## src/design/vlit_pkg.sv

```systemverilog
// Package for the video line index tracker.
// Shared types and constants; no dependencies.
package vlit_pkg;

  localparam int unsigned TICK_W     = 24;
  localparam int unsigned INDEX_W    = 25;
  localparam int unsigned IVL_W      = 28;
  localparam int unsigned FRAME_W    = 10;
  localparam int unsigned FRAC_SHIFT = 8;
  localparam int unsigned NUM_W      = TICK_W + FRAC_SHIFT + 1;  // 33-bit rounded numerator
  localparam int unsigned CNT_W      = $clog2(NUM_W + 1);
  localparam int unsigned CFG_IDX_W  = 1;
  localparam int unsigned CFG_DATA_W = IVL_W;

  localparam logic [IVL_W-1:0]   IVL_RESET   = IVL_W'(2130620);
  localparam logic [FRAME_W-1:0] FRAME_RESET = FRAME_W'(525);

  // Register indexes on the config port
  localparam logic [CFG_IDX_W-1:0] REG_LINE_INTERVAL = 1'b0;
  localparam logic [CFG_IDX_W-1:0] REG_FRAME_LINES   = 1'b1;

  // Event codes
  localparam logic ACT_RESTART    = 1'b0;
  localparam logic ACT_LINE_START = 1'b1;

  typedef struct packed {
    logic             start;
    logic [NUM_W-1:0] num;
    logic [IVL_W-1:0] den;
  } div_req_t;

  typedef struct packed {
    logic             busy;
    logic             done;
    logic [NUM_W-1:0] quot;
  } div_rsp_t;

endpackage

```

## src/design/vlit_div.sv

```systemverilog
// Radix-2 restoring divider, one quotient bit per cycle.
// Depends on vlit_pkg.
module vlit_div (
  input  logic              clk,
  input  logic              rst_n,
  input  vlit_pkg::div_req_t req,
  output vlit_pkg::div_rsp_t rsp
);

  logic [vlit_pkg::NUM_W-1:0] work_r, work_nxt;   // dividend in, quotient out
  logic [vlit_pkg::IVL_W-1:0] rem_r, rem_nxt;
  logic [vlit_pkg::IVL_W-1:0] den_r;
  logic [vlit_pkg::CNT_W-1:0] cnt_r, cnt_nxt;
  logic                       done_r, done_nxt;
  logic [vlit_pkg::IVL_W:0]   rem_sh;
  logic [vlit_pkg::IVL_W:0]   diff;
  logic                       ge;

  assign rem_sh = {rem_r, work_r[vlit_pkg::NUM_W-1]};
  assign ge     = rem_sh >= {1'b0, den_r};
  assign diff   = rem_sh - {1'b0, den_r};

  always_comb begin
    work_nxt = work_r;
    rem_nxt  = rem_r;
    cnt_nxt  = cnt_r;
    done_nxt = 1'b0;
    if (req.start) begin
      work_nxt = req.num;
      rem_nxt  = '0;
      cnt_nxt  = vlit_pkg::CNT_W'(vlit_pkg::NUM_W);
    end else if (cnt_r != '0) begin
      rem_nxt  = ge ? diff[vlit_pkg::IVL_W-1:0] : rem_sh[vlit_pkg::IVL_W-1:0];
      work_nxt = {work_r[vlit_pkg::NUM_W-2:0], ge};
      cnt_nxt  = cnt_r - 1'b1;
      done_nxt = (cnt_r == vlit_pkg::CNT_W'(1));
    end
  end

  always_ff @(posedge clk) begin
    if (!rst_n) begin
      cnt_r  <= '0;
      done_r <= 1'b0;
    end else begin
      cnt_r  <= cnt_nxt;
      done_r <= done_nxt;
    end
  end

  always_ff @(posedge clk) begin
    work_r <= work_nxt;
    rem_r  <= rem_nxt;
    if (req.start) begin
      den_r <= req.den;
    end
  end

  assign rsp.busy = (cnt_r != '0);
  assign rsp.done = done_r;
  assign rsp.quot = work_r;

endmodule

```

## src/design/video_line_index_tracker_top.sv

```systemverilog
// Top level of the video line index tracker: control sequencer, state and
// result register. Depends on vlit_pkg and vlit_div.
//
//  Channel | Direction | Handshake            | Payload
//  --------+-----------+----------------------+----------------------------------
//  in_     | request   | in_valid / in_ready  | action, timestamp
//  out_    | result    | out_valid / out_ready| elapsed_ticks, half_line_index,
//          |           |                      | rebased
//  cfg_    | register  | cfg_valid / cfg_ready| cfg_index, cfg_wdata
//
// Sequence: a line start goes from accept through a setup state (S_START), the
//   bit-serial divider, its registered done flag and the finish state (S_DONE);
//   a restart goes straight to the finish state. in_ready returns as the result
//   is registered, so a new request is taken only after the previous one has
//   finished. The 33-bit rounded numerator goes through the shared
//   one-bit-per-cycle divider.
// Reset: synchronous, active low; clears the sequencer, the base time and the
//   config registers to their defaults. No clearing pass.
// Stalls: the result sits in an output register; the finish cycle waits until
//   that register is free, so a new request may be taken while a result waits.
// The config port is always ready; writes are expected only while idle.
module video_line_index_tracker_top (
  input  logic                                clk,
  input  logic                                rst_n,
  // request channel
  input  logic                                in_valid,
  output logic                                in_ready,
  input  logic                                in_action,
  input  logic [vlit_pkg::TICK_W-1:0]         in_timestamp,
  // result channel
  output logic                                out_valid,
  input  logic                                out_ready,
  output logic [vlit_pkg::TICK_W-1:0]         out_elapsed_ticks,
  output logic [vlit_pkg::INDEX_W-1:0]        out_half_line_index,
  output logic                                out_rebased,
  // register write channel
  input  logic                                cfg_valid,
  output logic                                cfg_ready,
  input  logic [vlit_pkg::CFG_IDX_W-1:0]      cfg_index,
  input  logic [vlit_pkg::CFG_DATA_W-1:0]     cfg_wdata
);

  typedef enum logic [3:0] {
    S_IDLE  = 4'b0001,
    S_START = 4'b0010,
    S_DIV   = 4'b0100,
    S_DONE  = 4'b1000
  } state_t;

  state_t state_r, state_nxt;

  // config registers
  logic [vlit_pkg::IVL_W-1:0]   ivl_r;
  logic [vlit_pkg::FRAME_W-1:0] frame_r;

  // tracker state and per-request context
  logic [vlit_pkg::TICK_W-1:0]  base_r, base_nxt;
  logic [vlit_pkg::TICK_W-1:0]  ts_r;
  logic [vlit_pkg::TICK_W-1:0]  t_r;
  logic                         act_r;

  // result register
  logic                         out_valid_r, out_valid_nxt;
  logic [vlit_pkg::TICK_W-1:0]  out_t_r;
  logic [vlit_pkg::INDEX_W-1:0] out_idx_r;
  logic                         out_reb_r;

  logic                         in_acc;
  logic                         out_free;
  logic                         finish;

  vlit_pkg::div_req_t           div_req;
  vlit_pkg::div_rsp_t           div_rsp;

  // finish-cycle datapath: saturate, rebase test, new base
  logic [vlit_pkg::INDEX_W-1:0] idx_sat;
  logic [vlit_pkg::INDEX_W-1:0] limit;
  logic [vlit_pkg::INDEX_W-1:0] excess;
  logic                         do_rebase;
  logic [vlit_pkg::TICK_W-1:0]  t_in;

  assign in_ready  = (state_r == S_IDLE);
  assign in_acc    = in_valid && in_ready;
  assign cfg_ready = 1'b1;
  assign out_free  = !out_valid_r || out_ready;
  assign finish    = (state_r == S_DONE) && out_free;

  // elapsed ticks on a down-counter: base minus now, mod 2^24
  assign t_in = base_r - in_timestamp;

  // rounded numerator t*256 + interval/2 at full width
  assign div_req.start = (state_r == S_START);
  assign div_req.num   = {1'b0, t_r, vlit_pkg::FRAC_SHIFT'(0)}
                       + {{(vlit_pkg::NUM_W - vlit_pkg::IVL_W + 1){1'b0}},
                          ivl_r[vlit_pkg::IVL_W-1:1]};
  assign div_req.den   = ivl_r;

  vlit_div u_div (
    .clk   (clk),
    .rst_n (rst_n),
    .req   (div_req),
    .rsp   (div_rsp)
  );

  // zero interval gives an all-ones quotient, which saturates here too
  assign idx_sat   = (|div_rsp.quot[vlit_pkg::NUM_W-1:vlit_pkg::INDEX_W])
                     ? {vlit_pkg::INDEX_W{1'b1}}
                     : div_rsp.quot[vlit_pkg::INDEX_W-1:0];
  assign limit     = {{(vlit_pkg::INDEX_W - vlit_pkg::FRAME_W - 1){1'b0}}, frame_r, 1'b0};
  assign do_rebase = (act_r == vlit_pkg::ACT_LINE_START) && (idx_sat >= limit);
  // excess half lines come straight off the timestamp as ticks
  assign excess    = idx_sat - limit;

  always_comb begin
    state_nxt = state_r;
    unique case (state_r)
      S_IDLE: begin
        if (in_acc) begin
          state_nxt = (in_action == vlit_pkg::ACT_LINE_START) ? S_START : S_DONE;
        end
      end
      S_START: state_nxt = S_DIV;
      S_DIV: begin
        if (div_rsp.done) begin
          state_nxt = S_DONE;
        end
      end
      S_DONE: begin
        if (out_free) begin
          state_nxt = S_IDLE;
        end
      end
      default: state_nxt = S_IDLE;
    endcase
  end

  always_comb begin
    base_nxt = base_r;
    if (in_acc && (in_action == vlit_pkg::ACT_RESTART)) begin
      base_nxt = in_timestamp;
    end else if (finish && do_rebase) begin
      base_nxt = ts_r - excess[vlit_pkg::TICK_W-1:0];
    end
  end

  always_comb begin
    out_valid_nxt = out_valid_r;
    if (out_valid_r && out_ready) begin
      out_valid_nxt = 1'b0;
    end
    if (finish) begin
      out_valid_nxt = 1'b1;
    end
  end

  always_ff @(posedge clk) begin
    if (!rst_n) begin
      state_r     <= S_IDLE;
      base_r      <= '0;
      out_valid_r <= 1'b0;
      ivl_r       <= vlit_pkg::IVL_RESET;
      frame_r     <= vlit_pkg::FRAME_RESET;
    end else begin
      state_r     <= state_nxt;
      base_r      <= base_nxt;
      out_valid_r <= out_valid_nxt;
      if (cfg_valid && cfg_ready) begin
        unique case (cfg_index)
          vlit_pkg::REG_LINE_INTERVAL: ivl_r   <= cfg_wdata;
          vlit_pkg::REG_FRAME_LINES:   frame_r <= cfg_wdata[vlit_pkg::FRAME_W-1:0];
          default: ;
        endcase
      end
    end
  end

  // payload registers, no reset
  always_ff @(posedge clk) begin
    if (in_acc) begin
      ts_r  <= in_timestamp;
      t_r   <= t_in;
      act_r <= in_action;
    end
    if (finish) begin
      if (act_r == vlit_pkg::ACT_LINE_START) begin
        out_t_r   <= t_r;
        out_idx_r <= idx_sat;
        out_reb_r <= do_rebase;
      end else begin
        out_t_r   <= '0;
        out_idx_r <= '0;
        out_reb_r <= 1'b0;
      end
    end
  end

  assign out_valid           = out_valid_r;
  assign out_elapsed_ticks   = out_t_r;
  assign out_half_line_index = out_idx_r;
  assign out_rebased         = out_reb_r;

`ifndef ASSERT_OFF
  // divider is never running while a new request can come in
  a_idle_div_quiet: assert property (@(posedge clk) disable iff (!rst_n)
    in_ready |-> !div_rsp.busy)
    else $error("divider busy while idle");

  // a restart skips the divider
  a_restart_direct: assert property (@(posedge clk) disable iff (!rst_n)
    (in_acc && (in_action == vlit_pkg::ACT_RESTART)) |=> (state_r == S_DONE))
    else $error("restart did not go straight to finish");

  // a quotient only lands while the sequencer waits for it
  a_done_in_div: assert property (@(posedge clk) disable iff (!rst_n)
    div_rsp.done |-> (state_r == S_DIV))
    else $error("divider done outside divide state");
`endif

endmodule

```

## config.mk

```make
export PLATFORM = sky130hd
export DESIGN_NAME = video_line_index_tracker_top
export DESIGN_NICKNAME = d
export VERILOG_FILES = /design/src/design/vlit_pkg.sv /design/src/design/vlit_div.sv /design/src/design/video_line_index_tracker_top.sv
export SDC_FILE = /design/constraint.sdc
export NUM_CORES = 1
export LEC_CHECK = 0
export BUFFER_PORTS_ARGS = -buffer_cell sky130_fd_sc_hd__clkbuf_2
export CORE_ASPECT_RATIO = 1.5
export CORE_UTILIZATION = 55
export CTS_CLUSTER_DIAMETER = 200
export CTS_CLUSTER_SIZE = 30
export DETAILED_ROUTE_END_ITERATION = 16
export GPL_TIMING_DRIVEN = 0
export PLACE_DENSITY = 0.74
export SLEW_MARGIN = 20
export SYNTH_ARGS = -nofsm -noshare
export SYNTH_HDL_FRONTEND = slang
export SYNTH_SLANG_ARGS = --single-unit
```

## constraint.sdc

```tcl
create_clock -name clk -period 4.5 [get_ports clk]
set_input_delay 1.125 -clock clk [delete_from_list [all_inputs] [get_ports clk]]
set_output_delay 1.125 -clock clk [all_outputs]
set_load 0.05 [all_outputs]
```

==> results of run 1 <==
[critical path: stages (launching register included)]
cell	delay, ns
edfxtp_1	0.46
nor4_4	0.36
nand2_4	0.15
buf_4	0.20
or2_2	0.33
ha_1	0.31
a211oi_1	0.20
nand4_1	0.11
o31ai_1	0.65
o2111ai_1	0.21
and3_1	0.21
buf_2	0.21
clkbuf_1	0.33
nand2_1	0.33
o22ai_1	0.13
[how the worst max path moves through the flow]
| stage | start | to |
|---|---|---|
| finish | u_div.work_r[31] | base_r[22] |
| global route | u_div.work_r[31] | base_r[23] |
| CTS | u_div.work_r[29] | base_r[20] |
| detailed placement | u_div.work_r[32] | base_r[23] |
| global placement | u_div.work_r[29] | base_r[23] |
| floorplan | u_div.work_r[25] | base_r[23] |
[report_power, final]
group | switching (uW) | total [uW] | internal (uW)
clock | 750 | 1300 | 549
sequential | 397 | 3640 | 3240
combinational | 2290 | 3730 | 1440
total | 3430 | 8670 | 5240
[layer usage]
metal | GRT usage (%) | vias to the layer above | part of all wire, %
met5 | 0 | - | 0
met4 | 12.3 | 0 | 4.0
met3 | 2.00 | 84 | 3.5
met2 | 55.9 | 299 | 54
met1 | 32.8 | 5735 | 38
li1 | - | 5795 | -
[cells in the final DEF (no fill, tap or decap), types with 12 or more instances in the layout]
| cell type | Yosys | layout |
|---|---|---|
| edfxtp_1 | 160 | 160 |
| and2_1 | 43 | 42 |
| a21o_1 | 40 | 40 |
| dfxtp_1 | 102 | 102 |
| inv_1 | 101 | 100 |
| nor2b_1 | 30 | 30 |
| nand2_1 | 187 | 185 |
| o21bai_1 | 15 | 15 |
| a22oi_1 | 18 | 18 |
| nor3_1 | 21 | 21 |
| o21ai_0 | 99 | 98 |
| nor2_1 | 66 | 64 |
| xor2_1 | 45 | 45 |
| a21oi_1 | 129 | 127 |
| clkbuf_16 | 0 | 13 |
| ha_1 | 124 | 123 |
| clkbuf_1 | 44 | 48 |
| clkbuf_2 | 0 | 111 |
| a211oi_1 | 14 | 14 |
| xnor2_1 | 37 | 37 |
| or2_2 | 18 | 18 |
| nand2b_1 | 12 | 12 |
| nand3_1 | 29 | 29 |
| o21a_1 | 13 | 13 |
| mux2i_1 | 13 | 13 |
| a31oi_1 | 14 | 14 |
| nand4_1 | 14 | 14 |
[registers in the layout (all words and copies together) (netlist names)]
name,cells
u_div.work_r,33
u_div.den_r,28
u_div.cnt_r,6
frame_r,10
ivl_r,28
out_half_line_index,25
t_r,24
act_r,1
u_div.rem_r,28
out_elapsed_ticks,24
out_rebased,1
out_valid,1
u_div.done_r,1
state_r,4
base_r,24
ts_r,24
[per-stage QoR]
stage	TNS, ns	hold WS, ns	area [sq um]	util (%)	instances
after floorplan	0	0.408	15000	-	1540
after global placement	-3.00	0.417	16000	60.0	1987
after detailed placement	-1.99	0.434	16000	60.1	1988
after CTS	0	0.466	16500	61.7	2011
after global routing	-0.0150	0.480	16500	61.9	2012
final	0	0.464	16500	61.9	2012
[synth_stat cells, drive strengths merged (5+ instances only)]
cell type,number
nor2,66
a21oi,131
inv,101
nand2,187
nand4,14
a21o,41
nand3,29
o31ai,5
nand2b,12
mux2i,13
a211o,5
and3,10
o211ai,9
o2111ai,5
ha,124
o22ai,8
fa,8
nor4,9
xor2,45
buf,11
a31oi,16
or3,7
or2,19
nor2b,31
xnor2,37
clkbuf,44
and4,5
edfxtp,160
dfxtp,102
a41oi,5
a22oi,18
o21a,13
a211oi,14
o21ai,103
o21bai,15
and2,44
nor3,21
[cells by family (layout without fill, tap and decap cells)]
family,count (synthesis),in the layout,synth area share [%]
XOR/XNOR,82,82,4.78
other,1,1,0.0249
AND/OR/NAND/NOR,469,469,15.3
AO/OA/AOI/OAI,423,423,18.0
adder cells (fa/ha/maj),132,132,11.4
buffers and inverters,157,292,4.12
multiplexers,14,14,0.940
flip-flops,262,262,45.5
[layout make-up]
type	instances	area share, %
buffer	55	1.46
sequential	262	41.4
inverter	102	2.33
multi-input combinational	1121	46.4
timing repair buffer	115	3.64
clock inverter	1	0.0530
clock buffer	19	2.11
tap	337	2.55
[what timing repair did]
item | CTS | global route
setup buffers | 3 | 1
setup endpoints to repair | 14 | 8
pin swaps | 1 | 4
resized for setup | 9 | 12
==> results.toml, run 1 <==
[run_status]
outcome = "complete, no violations"

[layout]
drive_gt1_share_pct = 11.5
nNetsFinal = 1860
antenna_cells = 0
area_growth_pct = 9.86
filler_cell_count = 2319
multiInputGateArea_sq_um = 7670
register_area_sq_um = 6850

[worst_setup_path]
r2r_end = "base_r[22]"
critPathKind = "reg2reg"
r2r_slack_ns = 0.16
endpoint_kind = "register"
rr_startpoint = "u_div.work_r[31]"
worstRegToRegCells = 14
crit_fanout = 10
worstPathArrival_ns = 4.69
start_kind = "register"
cp.required_ns = 4.85

[logic_synthesis]
avgSynthCellArea_sq_um = 9.77
yosysTopAreaCell = "edfxtp_1"
synth_cell_types = 82
synth-edff-count = 160
synth-seq-cells = 262
yosys-top-cells-area = "edfxtp_1, dfxtp_1, ha_1"
synth_warnings = 0
syn_nets = 1731
synthArstFlopShare_pct = 0
synth_cells = 1540
netlist_area_sq_um = 15000
synth_top_area_share_pct = 31.9
ys_seq_area_share_pct = 45.5
synthFlopType = "edfxtp_1"

[floorplanning]
rows = 73
start_util_pct = 56.4
core_region_area_sq_um = 26700
top_level_ports = 112
fp.dieH_um = 205
die_area_sq_um = 28000
die_x_um = 137

[sta]
finalCritPeriodShare_pct = 96.5
hold_viol_final = 0
worstMarginPinSlew_ns = 0.815
final-setup-viol-count = 0
fmax_ghz = 0.230
relSlewSlack_pct = 45.5
fin_crit_ns = 4.34
finalWorstSetupSlack_ns = 0.160
slew_violations = 0
clock_skew_ns = 0.0161

[route]
wl_per_cell_um = 20.1
vias = 11900
ant_nets = 0
wirelength_um = 40400
drc = 0
viasPerCell = 5.92
firstDrtPassIters = 5
drt_iter0_drc = 677

[cts]
cts.sinks = 262
clk_pin_slew_ns = 0.12
cts-htree-levels = 1
cts_tree = "built"
clockBufferDepth = 3
clk_latency_ns = 0.49
cts_buffers = 12
cts_hold_buffers = 0
clockRootBuffer = "clkbuf_16"

[global_routing]
grt_max_degree = 52
grt.total_usage_pct = 29.3
grt_pass1_wl_um = 62600
grt_pass1_vias = 12000
antenna_found_initial = 0
grt_overflow = 0

[placed_design]
placement.io_buffers = 110
place_congestion = 0.945
post-place-ws_ns = -0.457
dp_hpwl_um = 31700

[power_and_ir_drop]
power_leakage_uw = 0.00707
max-vdd-ir-drop_uv = 327
power_density_nw_per_um2 = 525
total_power_uw = 8670

[min_path]
min_path_type = "reg2reg"
hold_depth = 0
hold_start = "ivl_r[7]"
min_to = "u_div.den_r[7]"

[run]
cap_violations = 0
No activity file was read; power rests on OpenSTA's default activity.
==> inputs of run 2 (changes only) <==
--- a/config.mk
+++ b/config.mk
@@ -8,6 +8,7 @@
 export BUFFER_PORTS_ARGS = -buffer_cell sky130_fd_sc_hd__clkbuf_2
 export CORE_ASPECT_RATIO = 1.5
 export CORE_UTILIZATION = 55
+export CTS_BUF_LIST = sky130_fd_sc_hd__clkbuf_8
 export CTS_CLUSTER_DIAMETER = 200
 export CTS_CLUSTER_SIZE = 30
 export DETAILED_ROUTE_END_ITERATION = 16
==> run 2 against run 1 <==
First-iteration DRC count down 5.6%; global-route usage is 0.14 points lower; register-to-register slack better by 0.03 ns; clock power decreased by 24%; largest power group unchanged; via count decreased by 0.70%; sequential power about the same; highest routed layer unchanged.
==> results.toml, run 2 (same netlist as run 1, synthesis figures left out) <==
[min_path]
min_path_type = "reg2reg"
hold_start = "base_r[5]"

[global_routing]
grt_pass1_vias = 12000
grt_pass1_wl_um = 61900
grt_overflow = 0
grt.total_usage_pct = 29.1
antenna_found_initial = 0
grt_max_degree = 52

[sta]
hold_viol_final = 0
relSlewSlack_pct = 44.3
worstMarginPinSlew_ns = 0.835
finalCritPeriodShare_pct = 95.7
fmax_ghz = 0.232
hold_slack_ns = 0.471
fin_crit_ns = 4.31
slew_violations = 0
final-setup-viol-count = 0
clock_skew_ns = 0.0176

[route]
drt_iter0_drc = 639
vias = 11800
wl_per_cell_um = 20.0
drc = 0
firstDrtPassIters = 5
ant_nets = 0
viasPerCell = 5.88
wirelength_um = 40200

[worst_setup_path]
crit_path_end = "base_r[20]"
endpoint_kind = "register"
crit_fanout = 10
cp.depth = 17
start_kind = "register"
critPathKind = "reg2reg"
r2r_slack_ns = 0.19
worst-path-buf-inv = 1
path_cells = "nor4_4 -> nand2_4 -> buf_6 -> or2_2 -> ha_1 -> ha_1 -> o21bai_1 -> ha_1 -> a21o_1 -> a21o_1 -> a21o_1 -> a2bb2oi_4 -> a31oi_1 -> and4_1 -> a2111oi_4 -> xor2_1 -> o22ai_1"
cp.required_ns = 4.91
cp-startpoint = "u_div.work_r[31]"
critical-path-top-delay-family = "compound AO/OA/AOI/OAI gates"
cpPeakStageDelay_ns = 0.47
worstRegToRegCells = 17
critical_path.slowest_cell = "edfxtp_1"
rr_startpoint = "u_div.work_r[31]"
worstPathArrival_ns = 4.71
r2r_end = "base_r[20]"

[cts]
clockRootBuffer = "clkbuf_8"
clockBufferDepth = 3
cts-htree-levels = 1
cts_tree = "built"
clk_pin_slew_ns = 0.17
cts_hold_buffers = 0
cts.sinks = 262
clk_latency_ns = 0.54
cts_buffers = 12

[layout]
largest_register = "u_div.work_r"
antenna_cells = 0
final_common_cell = "nand2_1"
filler_cell_count = 2337
post-route-util_pct = 61.4
nNetsFinal = 1861
largest_register_ffs = 33
register_area_sq_um = 6850
layout_common_cells = "nand2_1, edfxtp_1, a21oi_1"
area_growth_pct = 8.96
multiInputGateArea_sq_um = 7670
drive_gt1_share_pct = 11.5

[floorplanning]
top_level_ports = 112
start_util_pct = 56.4
die_x_um = 137
die_area_sq_um = 28000
core_region_area_sq_um = 26700
rows = 73
fp.dieH_um = 205

[power_and_ir_drop]
power_density_nw_per_um2 = 510
power_leakage_uw = 0.00704
max-vdd-ir-drop_uv = 323

[run_status]
outcome = "complete, no violations"

[placed_design]
placement.io_buffers = 110
dp_hpwl_um = 31700
place_congestion = 0.945

[run]
cap_violations = 0
==> run 2: changes by cell type in the layout (fill, tap and decap cells not counted), sizes merged <==
cell and delta:
buf +1, inv +6, clkbuf -6
==> run 2: worst min path at each step <==
stage | cells past startpoint | slack, ns | endpoint
2_1_floorplan | 0 | 0.41 | u_div.den_r[0]
3_3_place_gp | 0 | 0.42 | u_div.den_r[0]
3_5_place_dp | 0 | 0.43 | u_div.den_r[0]
4_1_cts | 0 | 0.47 | u_div.den_r[7]
5_1_grt | 2 | 0.49 | base_r[12]
6_report | 2 | 0.47 | base_r[5]
==> run 2: worst min-delay path: stages (launching register included) <==
cell and delay [ns]:
dfxtp_1 0.35, nand2_1 0.05, a21oi_1 0.05
==> run 2: layout make-up <==
type	count	share of cell area (%)
Tap cell	337	2.57
Clock inverter	7	0.191
Sequential cell	262	41.8
Multi-Input combinational cell	1121	46.8
Buffer	55	1.50
Inverter	102	2.35
Timing Repair Buffer	116	3.71
Clock buffer	13	1.09
==> run 2: repair_timing <==
| action | in CTS | in global routing |
|---|---|---|
| resized for setup | 9 | 13 |
| gates cloned | 0 | 0 |
| pin swaps | 1 | 2 |
| endpoints found under the setup margin | 14 | 8 |
| setup buffers | 4 | 1 |
| hold endpoints to repair | 0 | 0 |
==> run 2: stage by stage <==
stage	setup slack [ns]	std cells	power, uW	area [sq um]	setup TNS (ns)
5_1_grt	-0.0169	2013	8900	16400	-0.0169
2_1_floorplan	0.642	1540	6290	15000	0
3_3_place_gp	-0.344	1987	7240	16000	-3.00
4_1_cts	0.0412	2012	8320	16300	0
3_5_place_dp	-0.457	1988	7320	16000	-1.99
6_report	0.192	2013	8360	16400	0
==> run 2: where the power goes <==
part	internal (uW)	switching [uW]
sequential	3240	395
clock	277	717
combinational	1440	2280
==> run 2: layer usage <==
layer	vias up	track usage (%)	wire length (um)
li1	5794	-	-
met1	5656	32.5	15300
met2	287	55.0	21600
met3	93	2.18	1540
met4	0	13.8	1840
met5	-	0	0
==> inputs of run 3 (changes only) <==
--- a/config.mk
+++ b/config.mk
@@ -7,14 +7,13 @@
 export LEC_CHECK = 0
 export BUFFER_PORTS_ARGS = -buffer_cell sky130_fd_sc_hd__clkbuf_2
 export CORE_ASPECT_RATIO = 1.5
-export CORE_UTILIZATION = 55
+export CORE_UTILIZATION = 25
 export CTS_BUF_LIST = sky130_fd_sc_hd__clkbuf_8
 export CTS_CLUSTER_DIAMETER = 200
 export CTS_CLUSTER_SIZE = 30
 export DETAILED_ROUTE_END_ITERATION = 16
 export GPL_TIMING_DRIVEN = 0
-export PLACE_DENSITY = 0.74
-export SLEW_MARGIN = 20
+export SLEW_MARGIN = 25
 export SYNTH_ARGS = -nofsm -noshare
 export SYNTH_HDL_FRONTEND = slang
 export SYNTH_SLANG_ARGS = --single-unit
==> run 3 against run 2 <==
Clock skew grew 0.024 ns; utilization shrank 33 points; clock power grew 6%; combinational power grew 4%; count of clock-buffer cells in the layout is the same; flip-flop and latch count is the same; setup slack lost 0.045 ns; via count grew 0.79%; first-iteration DRC count grew 30%; cell count grew 22%; sequential power is essentially flat; power grew 2.1%; critical endpoint is now base_r[16].
==> results.toml, run 3 (same netlist as run 1, synthesis figures left out) <==
[sta]
fin_crit_ns = 4.35
hold_viol_final = 0
slew_violations = 0
finalCritPeriodShare_pct = 96.7
finalWorstSetupSlack_ns = 0.147
relSlewSlack_pct = 40.9
setup_tns_ns = 0
clock_skew_ns = 0.0411
fmax_ghz = 0.230
worstMarginPinSlew_ns = 0.886
final-setup-viol-count = 0

[worst_setup_path]
crit_fanout = 8
worstRegToRegCells = 21
critPathKind = "reg2reg"
crit_path_end = "base_r[16]"
start_kind = "register"
worstPathArrival_ns = 4.82
cpPeakStageDelay_ns = 0.45
endpoint_kind = "register"
cp.required_ns = 4.97
r2r_end = "base_r[16]"
r2r_slack_ns = 0.15
path_cells = "nor4_2 -> nand2_2 -> buf_6 -> or2_2 -> ha_1 -> ha_1 -> o21bai_1 -> ha_2 -> a21o_1 -> a21o_1 -> a21o_1 -> a2bb2oi_4 -> buf_4 -> buf_4 -> buf_4 -> buf_4 -> buf_4 -> nand3b_1 -> a21oi_2 -> xor2_1 -> o22ai_1"
rr_startpoint = "u_div.work_r[30]"
cp-startpoint = "u_div.work_r[30]"
critical_path.slowest_cell = "edfxtp_1"
path_common_cell = "buf_4"

[global_routing]
grt.total_usage_pct = 14.7
grt_pass1_vias = 12200
antenna_found_initial = 3
grt_pass1_wl_um = 69200
grt_max_degree = 32
grt_overflow = 0

[layout]
multiInputGateArea_sq_um = 7690
area_growth_pct = 13.6
largest_register = "u_div.work_r"
filler_cell_count = 6290
post-route-util_pct = 28.9
nNetsFinal = 1871
drive_gt1_share_pct = 12.4
register_area_sq_um = 6850
largest_register_ffs = 33
instances_no_fill = 2465
final_common_cell = "nand2_1"
stdcell_area_sq_um = 17100
layout_common_cells = "nand2_1, edfxtp_1, a21oi_1"

[placed_design]
place_congestion = 0.932
placement.io_buffers = 110
dpl_cell_area_sq_um = 16700
post-place-ws_ns = -0.721
dp_hpwl_um = 36900
placed_cells = 2431

[power_and_ir_drop]
power_density_nw_per_um2 = 499
seq_power_share_pct = 42.3
power_frac_comb_pct = 45.4
power_leakage_uw = 0.00709
max-vdd-ir-drop_uv = 274
p_clk_share_pct = 12.3
p_switching_uw = 3520
p_int_uw = 5020
p_sw_share_pct = 41.2

[floorplanning]
rows = 109
start_util_pct = 25.4
top_level_ports = 112
core_region_area_sq_um = 59200
die_x_um = 202
die_area_sq_um = 61200
fp.dieH_um = 302

[route]
viasPerCell = 4.84
firstDrtPassIters = 5
drc = 0
drt_iter0_drc = 831
vias = 11900
ant_nets = 0
wirelength_um = 46100
wl_per_cell_um = 18.7

[cts]
cts_buffers = 12
cts_tree = "built"
clockBufferDepth = 3
clockRootBuffer = "clkbuf_8"
cts.sinks = 262
clk_pin_slew_ns = 0.19
clk_latency_ns = 0.59
cts-htree-levels = 1
cts_hold_buffers = 0

[min_path]
min_path_type = "reg2reg"

[run_status]
outcome = "complete, no violations"

[run]
cap_violations = 0
==> run 3: changes by cell type in the layout (fill, tap and decap cells not counted), moves of 2 or more <==
cell / change
buf_4: +7
buf_12: +2
diode_2: +2
ha_1: -2
nor2_1: +2
nor2_2: -2
nor4_2: +2
nor4_4: -2
==> run 3: worst max-delay path, delay by kind of cell (launching register included) <==
kind | cells | cell delay (ns)
AO/OA/AOI/OAI | 7 | 1.25
XOR/XNOR | 1 | 0.16
adder cells (fa/ha/maj) | 3 | 0.70
buffers and inverters | 6 | 0.70
flip-flops | 1 | 0.45
AND/OR/NAND/NOR | 4 | 0.94
==> run 3: power by group through the flow <==
stage               logic, uW  clock network (uW)  registers (uW)
finish                   3880                1050            3610
global route             4270                1130            3660
CTS                      3840                1070            3600
detailed placement       3770                   0            3660
global placement         3640                   0            3670
floorplan                2700                   0            3600
==> run 3: worst min path at each step <==
stage                     startpoint              to  slack, ns  depth (start not counted)
after floorplan             ivl_r[0]  u_div.den_r[0]       0.41                          0
after global placement      ivl_r[0]  u_div.den_r[0]       0.42                          0
after detailed placement    ivl_r[0]  u_div.den_r[0]       0.41                          0
after CTS                   ivl_r[0]  u_div.den_r[0]       0.44                          0
after global routing        ivl_r[0]  u_div.den_r[0]       0.45                          0
final                       ivl_r[0]  u_div.den_r[0]       0.45                          0
==> run 3: area by class of cell <==
cell class                 count  share of cell area (%)
multi-input combinational   1121                    45.0
sequential                   262                    40.1
tap                          777                    5.69
timing repair buffer         126                    4.26
inverter                     102                    2.26
buffer                        55                    1.44
clock buffer                  13                    1.05
clock inverter                 7                   0.183
antenna                        2                  0.0293
==> run 3: what timing repair did <==
action / 4_1_cts / 5_1_grt
setup endpoints to repair: 24 / 8
setup buffers: 8 / 4
pin swaps: 4 / 9
resized for setup: 15 / 11
==> run 3: metrics by stage <==
stage	power (uW)	hold WS [ns]
after floorplan	6290	0.408
after global placement	7310	0.417
after detailed placement	7430	0.413
after CTS	8510	0.444
after global routing	9050	0.448
final	8530	0.449
==> run 3: routing by layer <==
metal / wire length, um / GRT usage [%] / part of all wire, %
met3: 1230 / 1.10 / 2.7
met5: 11 / 0 / 0.024
met4: 2290 / 7.77 / 5.0
met2: 25200 / 29.5 / 55
met1: 17300 / 15.0 / 38
